`config.mk`:
```
export PLATFORM = sky130hd
export DESIGN_NAME = lifo_stack_engine_top
export DESIGN_NICKNAME = d
export VERILOG_FILES = /design/src/sv/lse_pkg.sv /design/src/sv/lse_ram.sv /design/src/sv/lse_front.sv /design/src/sv/lse_back.sv /design/src/sv/lifo_stack_engine_top.sv
export SDC_FILE = /design/constraint.sdc
export NUM_CORES = 2
export LEC_CHECK = 0
export ABC_CLOCK_PERIOD_IN_PS = 5020
export BUFFER_PORTS_ARGS = -buffer_cell sky130_fd_sc_hd__buf_4
export CAP_MARGIN = 40
export CORE_MARGIN = 2
export CORE_UTILIZATION = 24
export CTS_BUF_LIST = sky130_fd_sc_hd__clkbuf_16
export CTS_CLUSTER_SIZE = 24
export DETAILED_ROUTE_END_ITERATION = 16
export GPL_TIMING_DRIVEN = 1
export SLEW_MARGIN = 20
export SYNTH_ARGS = -nofsm -noshare
export SYNTH_HDL_FRONTEND = slang
export SYNTH_HIERARCHICAL = 1
export SYNTH_SLANG_ARGS = --single-unit
```
`constraint.sdc`:
```
create_clock -name i_clk -period 5.02 [get_ports i_clk]
set_input_delay 0.753 -clock i_clk [delete_from_list [all_inputs] [get_ports i_clk]]
set_output_delay 0.753 -clock i_clk [all_outputs]
set_load 0.01 [all_outputs]
```
`src/sv/lse_pkg.sv`:
```
package lse_pkg;

    localparam int DATA_W       = 32;
    localparam int CNT_W        = 7;
    localparam int CMD_W        = 3;
    localparam int STAT_W       = 2;
    localparam int RESULT_LIMIT = 64;

    localparam logic [CMD_W-1:0] CMD_PUSH   = 3'd0;
    localparam logic [CMD_W-1:0] CMD_POP    = 3'd1;
    localparam logic [CMD_W-1:0] CMD_LIST   = 3'd2;
    localparam logic [CMD_W-1:0] CMD_TOP3   = 3'd3;
    localparam logic [CMD_W-1:0] CMD_POPN   = 3'd4;
    localparam logic [CMD_W-1:0] CMD_BOT3   = 3'd5;

    localparam logic [STAT_W-1:0] ST_OK    = 2'd0;
    localparam logic [STAT_W-1:0] ST_FULL  = 2'd1;
    localparam logic [STAT_W-1:0] ST_EMPTY = 2'd2;
    localparam logic [STAT_W-1:0] ST_SHORT = 2'd3;

    typedef struct packed {
        logic [CMD_W-1:0]         op;
        logic signed [DATA_W-1:0] value;
        logic [CNT_W-1:0]         count;
    } t_cmd;

endpackage

```
`src/sv/lse_ram.sv`:
```
module lse_ram #(
    parameter int W = 32,
    parameter int D = 64
) (
    input  logic                 i_clk,
    input  logic                 i_we,
    input  logic [$clog2(D)-1:0] i_waddr,
    input  logic [W-1:0]         i_wdata,
    input  logic                 i_re,
    input  logic [$clog2(D)-1:0] i_raddr,
    output logic [W-1:0]         o_rdata
);

    logic [W-1:0] r_mem [D];
    logic [W-1:0] r_rdata;

    always_ff @(posedge i_clk) begin
        if (i_we) begin
            r_mem[i_waddr] <= i_wdata;
        end
        if (i_re) begin
            r_rdata <= r_mem[i_raddr];
        end
    end

    assign o_rdata = r_rdata;

endmodule

```
`src/sv/lse_front.sv`:
```
module lse_front import lse_pkg::*; (
    input  logic                     i_clk,
    input  logic                     i_rst_n,
    input  logic                     i_valid,
    output logic                     o_ready,
    input  logic [CMD_W-1:0]         i_command,
    input  logic signed [DATA_W-1:0] i_push_value,
    input  logic [CNT_W-1:0]         i_pop_count,
    output logic                     o_q_valid,
    input  logic                     i_q_ready,
    output t_cmd                     o_q
);

    t_cmd       r_q [2];
    logic       r_wp, r_rp;
    logic [1:0] r_cnt;
    logic [1:0] n_cnt;
    logic       cmd_ok, push, pop;
    t_cmd       item;

    assign cmd_ok = (i_command <= CMD_BOT3);
    assign o_ready = (r_cnt != 2'd2);
    assign o_q_valid = (r_cnt != 2'd0);
    assign o_q = r_q[r_rp];
    assign push = i_valid && o_ready && cmd_ok;
    assign pop = o_q_valid && i_q_ready;

    always_comb begin
        item.op = i_command;
        item.value = i_push_value;
        // pop-several is capped at the result limit
        item.count = (i_pop_count > CNT_W'(RESULT_LIMIT)) ? CNT_W'(RESULT_LIMIT) : i_pop_count;
        n_cnt = r_cnt + {1'b0, push} - {1'b0, pop};
    end

    always_ff @(posedge i_clk) begin
        if (!i_rst_n) begin
            r_wp <= 1'b0;
            r_rp <= 1'b0;
            r_cnt <= 2'd0;
        end else begin
            if (push) begin
                r_wp <= ~r_wp;
            end
            if (pop) begin
                r_rp <= ~r_rp;
            end
            r_cnt <= n_cnt;
        end
    end

    always_ff @(posedge i_clk) begin
        if (push) begin
            r_q[r_wp] <= item;
        end
    end

`ifndef SYNTHESIS
    a_drop_unused: assert property (@(posedge i_clk) disable iff (!i_rst_n)
        $past(i_rst_n) && $past(i_valid && o_ready && !cmd_ok && !pop)
        |-> r_cnt == $past(r_cnt))
        else $error("unused command code entered the queue");
    a_no_pop_empty: assert property (@(posedge i_clk) disable iff (!i_rst_n)
        $past(i_rst_n) && $past(r_cnt == 2'd0) && !$past(push) |-> r_cnt == 2'd0)
        else $error("queue count moved without an item");
`endif

endmodule

```
`src/sv/lse_back.sv`:
```
module lse_back import lse_pkg::*; #(
    parameter int DEPTH = 64
) (
    input  logic                         i_clk,
    input  logic                         i_rst_n,
    input  logic                         i_q_valid,
    output logic                         o_q_ready,
    input  t_cmd                         i_q,
    output logic                         o_we,
    output logic [$clog2(DEPTH)-1:0]     o_waddr,
    output logic [DATA_W-1:0]            o_wdata,
    output logic                         o_re,
    output logic [$clog2(DEPTH)-1:0]     o_raddr,
    input  logic [DATA_W-1:0]            i_rdata,
    output logic                         o_res_valid,
    input  logic                         i_res_ready,
    output logic [STAT_W-1:0]            o_status,
    output logic signed [DATA_W-1:0]     o_data,
    output logic                         o_last
);

    localparam int AW = $clog2(DEPTH);
    localparam int FW = $clog2(DEPTH + 1);

    localparam logic [1:0] S_IDLE = 2'd0;
    localparam logic [1:0] S_EXEC = 2'd1;
    localparam logic [1:0] S_READ = 2'd2;

    logic [1:0]        r_state, n_state;
    logic [CMD_W-1:0]  r_op, n_op;
    logic [DATA_W-1:0] r_value, n_value;
    logic [CNT_W-1:0]  r_rem, n_rem;
    logic [AW-1:0]     r_ptr, n_ptr;
    logic [FW-1:0]     r_fill, n_fill;
    logic              r_rd_last, n_rd_last;
    logic              r_res_valid, n_res_valid;
    logic [STAT_W-1:0] r_status, n_status;
    logic [DATA_W-1:0] r_data, n_data;
    logic              r_last, n_last;

    logic              can_load, ld, ld_last;
    logic [STAT_W-1:0] ld_status;
    logic [DATA_W-1:0] ld_data;
    logic              full, lt3;

    assign can_load = !r_res_valid || i_res_ready;
    assign full = (r_fill == FW'(DEPTH));
    assign lt3 = (r_fill < FW'(3));

    always_comb begin
        n_state = r_state;
        n_op = r_op;
        n_value = r_value;
        n_rem = r_rem;
        n_ptr = r_ptr;
        n_fill = r_fill;
        n_rd_last = r_rd_last;
        o_q_ready = 1'b0;
        o_we = 1'b0;
        o_waddr = AW'(r_fill);
        o_wdata = r_value;
        o_re = 1'b0;
        o_raddr = '0;
        ld = 1'b0;
        ld_status = ST_OK;
        ld_data = '0;
        ld_last = 1'b1;

        unique case (r_state)
            S_IDLE: begin
                o_q_ready = 1'b1;
                if (i_q_valid) begin
                    n_op = i_q.op;
                    n_value = i_q.value;
                    n_state = S_EXEC;
                    if (i_q.op == CMD_LIST) begin
                        n_rem = (32'(r_fill) >= 32'(RESULT_LIMIT)) ? CNT_W'(RESULT_LIMIT)
                                                                   : CNT_W'(r_fill);
                        n_ptr = AW'(r_fill - FW'(1));
                    end else begin
                        n_rem = i_q.count;
                    end
                end
            end
            S_EXEC: begin
                unique case (r_op) inside
                    CMD_PUSH: begin
                        if (can_load) begin
                            ld = 1'b1;
                            n_state = S_IDLE;
                            if (full) begin
                                ld_status = ST_FULL;
                            end else begin
                                o_we = 1'b1;
                                n_fill = r_fill + FW'(1);
                            end
                        end
                    end
                    CMD_POP: begin
                        if (r_fill == '0) begin
                            if (can_load) begin
                                ld = 1'b1;
                                ld_status = ST_EMPTY;
                                n_state = S_IDLE;
                            end
                        end else begin
                            o_re = 1'b1;
                            o_raddr = AW'(r_fill - FW'(1));
                            n_fill = r_fill - FW'(1);
                            n_rd_last = 1'b1;
                            n_state = S_READ;
                        end
                    end
                    CMD_LIST: begin
                        if (r_rem == '0) begin
                            if (can_load) begin
                                ld = 1'b1;
                                ld_status = ST_EMPTY;
                                n_state = S_IDLE;
                            end
                        end else begin
                            o_re = 1'b1;
                            o_raddr = r_ptr;
                            n_ptr = r_ptr - AW'(1);
                            n_rem = r_rem - CNT_W'(1);
                            n_rd_last = (r_rem == CNT_W'(1));
                            n_state = S_READ;
                        end
                    end
                    CMD_TOP3, CMD_BOT3: begin
                        if (lt3) begin
                            if (can_load) begin
                                ld = 1'b1;
                                ld_status = ST_SHORT;
                                n_state = S_IDLE;
                            end
                        end else begin
                            o_re = 1'b1;
                            o_raddr = (r_op == CMD_TOP3) ? AW'(r_fill - FW'(3)) : AW'(2);
                            n_rd_last = 1'b1;
                            n_state = S_READ;
                        end
                    end
                    CMD_POPN: begin
                        if (r_rem == '0) begin
                            n_state = S_IDLE;
                        end else if (r_fill == '0) begin
                            if (can_load) begin
                                ld = 1'b1;
                                ld_status = ST_EMPTY;
                                ld_last = (r_rem == CNT_W'(1));
                                n_rem = r_rem - CNT_W'(1);
                                if (r_rem == CNT_W'(1)) begin
                                    n_state = S_IDLE;
                                end
                            end
                        end else begin
                            o_re = 1'b1;
                            o_raddr = AW'(r_fill - FW'(1));
                            n_fill = r_fill - FW'(1);
                            n_rem = r_rem - CNT_W'(1);
                            n_rd_last = (r_rem == CNT_W'(1));
                            n_state = S_READ;
                        end
                    end
                    default: begin
                        n_state = S_IDLE;
                    end
                endcase
            end
            S_READ: begin
                if (can_load) begin
                    ld = 1'b1;
                    ld_data = i_rdata;
                    ld_last = r_rd_last;
                    n_state = r_rd_last ? S_IDLE : S_EXEC;
                end
            end
            default: begin
                n_state = S_IDLE;
            end
        endcase

        n_res_valid = r_res_valid && !i_res_ready;
        n_status = r_status;
        n_data = r_data;
        n_last = r_last;
        if (ld) begin
            n_res_valid = 1'b1;
            n_status = ld_status;
            n_data = ld_data;
            n_last = ld_last;
        end
    end

    always_ff @(posedge i_clk) begin
        if (!i_rst_n) begin
            r_state <= S_IDLE;
            r_fill <= '0;
            r_res_valid <= 1'b0;
            r_rem <= '0;
        end else begin
            r_state <= n_state;
            r_fill <= n_fill;
            r_res_valid <= n_res_valid;
            r_rem <= n_rem;
        end
    end

    always_ff @(posedge i_clk) begin
        r_op <= n_op;
        r_value <= n_value;
        r_ptr <= n_ptr;
        r_rd_last <= n_rd_last;
        r_status <= n_status;
        r_data <= n_data;
        r_last <= n_last;
    end

    assign o_res_valid = r_res_valid;
    assign o_status = r_status;
    assign o_data = r_data;
    assign o_last = r_last;

`ifndef SYNTHESIS
    a_fill_bound: assert property (@(posedge i_clk) disable iff (!i_rst_n)
        r_fill <= FW'(DEPTH))
        else $error("fill count beyond depth");
    a_push_grows: assert property (@(posedge i_clk) disable iff (!i_rst_n)
        $past(i_rst_n) && $past(o_we) |-> r_fill == $past(r_fill) + FW'(1))
        else $error("write without fill increment");
    a_read_order: assert property (@(posedge i_clk) disable iff (!i_rst_n)
        $past(i_rst_n) && r_state == S_READ
        |-> ($past(r_state) == S_EXEC || $past(r_state) == S_READ))
        else $error("read wait entered from idle");
    a_fail_zero: assert property (@(posedge i_clk) disable iff (!i_rst_n)
        r_res_valid && r_status != ST_OK |-> r_data == '0)
        else $error("failed result carries data");
`endif

endmodule

```
`src/sv/lifo_stack_engine_top.sv`:
```
// Bounded LIFO stack of DEPTH signed 32-bit words. A front stage decodes each
// command item into a two-entry queue; the back stage executes it against a
// single-port-read RAM and a fill counter and drives a registered result
// port. Commands: push, pop, list (top to bottom, at most 64 results),
// peek third from top, pop several (count capped at 64), peek third from
// bottom; codes 6 and 7 are dropped without a result. Each command is first
// dequeued by the back stage; a result that needs no stored word (push
// acknowledge, failure status) is loaded from the execute state, while a
// result that reads a word first passes a read-wait state that covers the
// registered read of the entry RAM. Results with a non-ok status carry zero
// data; the final result of a command has last set.
module lifo_stack_engine_top import lse_pkg::*; #(
    parameter int DEPTH = 64
) (
    input  logic                     i_clk,
    input  logic                     i_rst_n,
    input  logic                     i_cmd_valid,
    output logic                     o_cmd_ready,
    input  logic [CMD_W-1:0]         i_command,
    input  logic signed [DATA_W-1:0] i_push_value,
    input  logic [CNT_W-1:0]         i_pop_count,
    output logic                     o_res_valid,
    input  logic                     i_res_ready,
    output logic [STAT_W-1:0]        o_status,
    output logic signed [DATA_W-1:0] o_data,
    output logic                     o_last
);

    localparam int AW = $clog2(DEPTH);

    logic              q_valid, q_ready;
    t_cmd              q_item;
    logic              we, re;
    logic [AW-1:0]     waddr, raddr;
    logic [DATA_W-1:0] wdata, rdata;

    lse_front u_front (
        .i_clk        (i_clk),
        .i_rst_n      (i_rst_n),
        .i_valid      (i_cmd_valid),
        .o_ready      (o_cmd_ready),
        .i_command    (i_command),
        .i_push_value (i_push_value),
        .i_pop_count  (i_pop_count),
        .o_q_valid    (q_valid),
        .i_q_ready    (q_ready),
        .o_q          (q_item)
    );

    lse_back #(.DEPTH(DEPTH)) u_back (
        .i_clk       (i_clk),
        .i_rst_n     (i_rst_n),
        .i_q_valid   (q_valid),
        .o_q_ready   (q_ready),
        .i_q         (q_item),
        .o_we        (we),
        .o_waddr     (waddr),
        .o_wdata     (wdata),
        .o_re        (re),
        .o_raddr     (raddr),
        .i_rdata     (rdata),
        .o_res_valid (o_res_valid),
        .i_res_ready (i_res_ready),
        .o_status    (o_status),
        .o_data      (o_data),
        .o_last      (o_last)
    );

    lse_ram #(.W(DATA_W), .D(DEPTH)) u_ram (
        .i_clk   (i_clk),
        .i_we    (we),
        .i_waddr (waddr),
        .i_wdata (wdata),
        .i_re    (re),
        .i_raddr (raddr),
        .o_rdata (rdata)
    );

endmodule

```
======== Word level (Yosys, flattened, before mapping) ========
Memories as Yosys holds them, arrays and structs flattened. A register that Yosys moved wholly into a read port is not among the register bits.
Index checks and enable logic that the tools add are counted.
Widths: inputs -> output; s select.
cells by class
  $add $sub $neg .......................... 7
  order comparisons ....................... 4
  equal/unequal tests ..................... 29
  muxes and demuxes ....................... 86
  bitwise operators ....................... 2
  reduce and logical (&&, ||, !) cells .... 23
operator list
  kind                 count
  $mux 7               12
  $mux 6               10
  $mux 1               34
  $mux 2               17
  $pmux 7 s2           2
  $pmux 6 s4           1
  $pmux 7 s3           1
  $pmux 2 s5           2
  $ne 2x2->1 const B   9
  $logic_not 7->1      2
  $sub 7x1->7 const B  2
  $pmux 6 s2           1
  $reduce_and 5->1     2
  $eq 3x2->1 const B   3
  $ne 2x1->1 const B   4
  $pmux 1 s4           2
  $add 7x1->7 const B  1
  $eq 7x1->1 const B   1
  $eq 7x7->1 const B   1
  $ge 7x7->1 const B   1
  $gt 7x7->1 const B   1
  $lt 7x2->1 const B   1
  $reduce_and 7->1     1
  $eq 3x3->1 const B   2
  29 further kinds     38
word-level totals
  register bits ........................... 98
  memory bits (writable) .................. 2132
  input port bits ......................... 46
  output and inout bits ................... 37
  logic and storage cells ................. 167
  memories kept ........................... 2
memory list
  name         depth  width  read ports  clocked after memory_dff  wr ports  RTL line         source
  u_ram.r_mem  64     32     1           1                         1         lse_ram.sv:14    logic [W-1:0] r_mem [D];
  u_front.r_q  2      42     1           1                         1         lse_front.sv:14  t_cmd r_q [2];

======== Logic depth before layout (Yosys ltp) ========
  depth after elaboration ................. 8
  mapped depth ............................ 17
  mapped depth without buffers ............ 12

======== Hierarchy ========
The synthesis kept the hierarchy.
modules (own cells, without submodules)
  module     times used  cells each  area an instance (sq um)  seq. area each (sq um)
  lse_ram    1           3511        79359.9                   62459.9
  lse_back   1           426         4797.1                    2652.5
  lse_front  1           169         3343.2                    2622.5

======== Worst setup path after synthesis ========
Ideal clock, no wire load.
  path type ............................... flip-flop to flip-flop
  start ................................... register u_back.r_fill[0]
  end ..................................... memory u_ram.r_mem[27][0] (enable)
  setup time .............................. 0.421 ns
  arrival ................................. 3.557 ns
  data required time ...................... 4.599 ns
  path slack .............................. 1.042 ns
  stages on the path, launching flop included .. 11
  path buffers ............................ 2
  clock period less this slack ............ 3.978 ns
  path through ............................ dfxtp_1 inv_1 ha_1 nor4b_4 a21oi_1 and2_1 clkbuf_1 inv_1 or2_2 clkbuf_1 nor2_1
between the ends
  cells in the longest elaborated chain, start to end .. 7
RTL lines
  what                          RTL line                     source
  start: declaration            lse_back.sv:34               logic [FW-1:0] r_fill, n_fill;
  start signal: assignment      lse_back.sv:204              r_fill <= n_fill;
  $eq 7x7->1                    lse_back.sv:47               assign full = (r_fill == FW'(DEPTH));
  $mux 1                        lse_back.sv:91               if (full) begin
  $mux 1                        lse_back.sv:88               if (can_load) begin
  $mux 1                        lse_back.sv:86               unique case (r_op) inside
  $mux 1                        lse_back.sv:69               unique case (r_state)
  net we                        lifo_stack_engine_top.sv:33  logic we, re;
  $mux 1                        lse_ram.sv:18                if (i_we) begin
  $mux 1 (not written as such)  lse_ram.sv:19                r_mem[i_waddr] <= i_wdata;
  end: declaration              lse_ram.sv:14
The timed path passes the listed nets, and every way through them passes these cells.

======== Final worst setup path ========
  start ................................... register u_back.r_rem[0]
  end ..................................... register u_ram.r_rdata[3] (netlist: u_ram/o_rdata[3]), read port of u_ram.r_mem (data pin)
between the ends
  cells in the longest elaborated chain, start to end .. 4
  elaborated cells between the ends (all ways) .. 9
  those cells by class .................... mux (8); reduce/logical (1)
RTL lines
  what                              RTL line                          source
  start: declaration                lse_back.sv:32                    logic [CNT_W-1:0] r_rem, n_rem;
  start signal: assignment          lse_back.sv:206                   r_rem <= n_rem;
  $logic_not 7->1 (*)               lse_back.sv:115, lse_back.sv:145
  $mux 6, on equally long branches  lse_back.sv:145, lse_back.sv:115
  $pmux 6 s4 (*)                    lse_back.sv:86
  $mux 6 (*)                        lse_back.sv:69
  net raddr[1]                      lifo_stack_engine_top.sv:34       logic [AW-1:0] waddr, raddr;
  end: declaration                  lse_ram.sv:15                     logic [W-1:0] r_rdata;
The timed path passes the listed nets; every way through them passes the cells marked *.
A chain may end at the register's enable or synchronous reset.

==> run metrics <==
worst vdd ir=0.0004179 V; nets@finish=4510; Critical Path Sink Type=flip-flop; FFs w/ async S/R, synth=0; fin util=0.2840; sequential-to-total area share from yosys stat=0.7741; layout cells sized above 1=0.2687; CP Cell Sequence=inv_1 > ha_1 > or4b_4 > o211a_1 > a222oi_1 > nor2_4 > buf_12 > buf_4 > mux4_2 > mux2i_1 > a211o_1 > o21ai_0 > buf_2 > and3_1; pwr dens=447.0 mW/mm^2; CTS buffer count=221; initial antenna violation count=16; crit-path max FO=24; status=finished, final reports clean; internal power=0.03396 W; DRC=0; number of synthesized flops with an enable pin=2241; worst hold slack=0.07431 ns; Reg clk slew, reported paths=0.06 ns; worst slew pin tran=0.9224 ns; Hold Violations, Final=0; largest net degree at the start of global routing=65; H-tree levels=4; CP max stage cell=a222oi_1; Avg Cell Area, Syn=21.31 um^2; worst endpoint data arrival time=5.45 ns; PostCTS Resize Cnt=0; top post-synthesis cells by area=edfxtp_1 77%, mux4_2 11%, mux2i_1 2.3%; max_cap viols=0; WS Path Type=flip-flop to flip-flop; synthesized instance count=4106; fmax=206.3 MHz; Clock Power Share=0.349; Syn Nets=4162; Seq pwr share=0.509; Critical path buffers and inverters=4; Hold Path Class=input pin to flip-flop; Setup Skew=0.04471 ns; worst endpoint required time=5.62 ns; Yosys top cell by area=edfxtp_1; Yosys reg bits=2263; combinational share of power=0.142; clk sinks=2263; Critical Path Source Type=flip-flop; GRT Util Overall=0.1262; Setup TNS=0 ns; synthesized cell area=0.08750 mm^2; fin worst setup slack=0.1731 ns; Root Buffer=clkbuf_16; CTS tree=done; die height=607.8 um; FF-to-FF setup slack=0.17 ns; die width=607.8 um; # hold bufs at CTS=0; synth unique cells=89; crit-path leading delay family=compound AO/OA/AOI/OAI gates; fin crit period=4.847 ns; clock buffer depth=3; Yosys top cell area share=0.7691; first-pass GRT wire length=337700 um; Via density=4.718; via count=44500; DRT antenna net count=0; number of global-route vias before repair=44250; Net Sw Frac=0.2621; Slew HR=0.3851; total congestion overflow=0; Synth Flop Type=edfxtp_1; endpoints failing setup=0; Area Growth Syn to Fin=17.67%; Port Buffers=82; Final period util=0.9655; final wirelength=240600 um; net switching power=0.01206 W; # IOs=83; LEAKAGE=30.65 nW; GP Congestion=0.7899; later-pin clock latency in the skew report=0.86 ns; postcts setup bufs=0; pre-CTS setup slack=0.09029 ns; Routed WL per cell=25.50 um; DRT iter0 DRCs=6095; full die area=0.3694 mm^2; Placement Rows=221; Inst Count DP=9019; non-filler cells, final=9432; DRT Pass-1 Iters=6; max-slew violation count=0; slowest stage delay, CP=0.55 ns; synth warn=6; Starting Density=0.2414; Post-DP HPWL=143200 um; core area=0.3625 mm^2
## worst register-to-register path, delay by kind of cell (launching register included)
family                   cells  cell delay (ns)
adder cells (fa/ha/maj)      1             0.29
AND/OR/NAND/NOR              3             0.85
flip-flops                   1             0.34
multiplexers                 2             0.84
AO/OA/AOI/OAI                4             1.47
buffers and inverters        4             0.82
## flip-flops by register name, indices dropped and copies added, names as in the netlist, named ones only
| name | cells |
|---|---|
| u_back/o_data | 32 |
| u_back/o_last | 1 |
| u_back/o_res_valid | 1 |
| u_back/o_status | 2 |
| u_back/o_wdata | 32 |
| u_back/r_fill | 7 |
| u_back/r_op | 3 |
| u_back/r_ptr | 6 |
| u_back/r_rd_last | 1 |
| u_back/r_rem | 7 |
| u_back/r_state | 2 |
| u_front/r_cnt | 2 |
| u_front/r_q | 84 |
| u_front/r_rp | 1 |
| u_front/r_wp | 1 |
| u_ram/o_rdata | 32 |
| u_ram/r_mem | 2048 |
## worst paths after layout
check	from	to	cells after the start
max	u_back/r_rem[0]	u_ram/o_rdata[3]	14
min	i_push_value[0]	u_front/r_q[0][7]	1
max reg2reg	u_back/r_rem[0]	u_ram/o_rdata[3]	14
min reg2reg	u_back/r_rem[1]	u_back/r_rem[1]	2
## cell usage after synthesis, types with 19 or more instances
master    instances
a211oi_1         29
nor2_1          120
clkbuf_1         91
buf_2            61
a22oi_1         129
edfxtp_1       2241
nand3_1          57
mux4_2          446
nor2b_1          27
buf_4            39
inv_1            19
mux2_1           19
dfxtp_1          22
mux2_2           23
and3_1           40
a31oi_1          26
o22ai_1          43
o21ai_0          50
a21oi_1          52
buf_6            32
nand2_1          64
mux2i_1         199
## placed cells by master, fill, tap and decap left out, types with 28 or more instances in the layout
cell type	instances
nand2_1	64
nand3_1	57
clkinv_2	28
a211oi_1	28
and3_1	39
inv_1	68
clkbuf_16	224
o22ai_1	42
buf_4	317
clkinv_1	63
a21oi_1	51
buf_12	39
nor2_1	48
a22oi_1	129
mux2i_1	199
o21ai_0	50
edfxtp_1	2241
nor2_4	70
mux4_2	446
## cell type report
class / count / area [um^2]
repair buffers: 366 / 3302
inverters: 20 / 75.07
multi-input cells: 1582 / 18820
fillers: 35190 / 259600
clock inverters: 178 / 1416
diodes: 5 / 12.51
well taps: 4794 / 5998
flip-flops and latches: 2263 / 67740
clock buffers: 224 / 5605
## per-stage QoR
stage,cell area (um^2),power [W]
finish,103000,0.04603
global route,103000,0.04745
CTS,102800,0.04619
detailed placement,95790,0.03027
global placement,95670,0.03001
floorplan,87500,0.02731
## per-layer routing
metal  global-route usage  wire, um
met4              0.03078      4843
met2               0.2026    113800
met1               0.1758     99720
met5                    0        13
met3              0.02409     22190
## power groups by stage
stage | sequential (W) | combinational (W) | clock, W
final | 0.0234 | 0.00652 | 0.0161
after CTS | 0.0234 | 0.00643 | 0.0163
after detailed placement | 0.0238 | 0.00643 | 0
after global routing | 0.0235 | 0.00692 | 0.0171
after global placement | 0.0239 | 0.00615 | 0
after floorplan | 0.0247 | 0.00261 | 0
## kinds of logic after synthesis
group,synth area share
AOI/OAI and AO/OA,0.03764
xor gates and xnor gates,0.001601
adders and majority gates,0.001430
buffers and inverters,0.01770
DFF,0.7741
muxes,0.1430
and+or+nand+nor,0.02455
(Power assumes the default switching activity.)
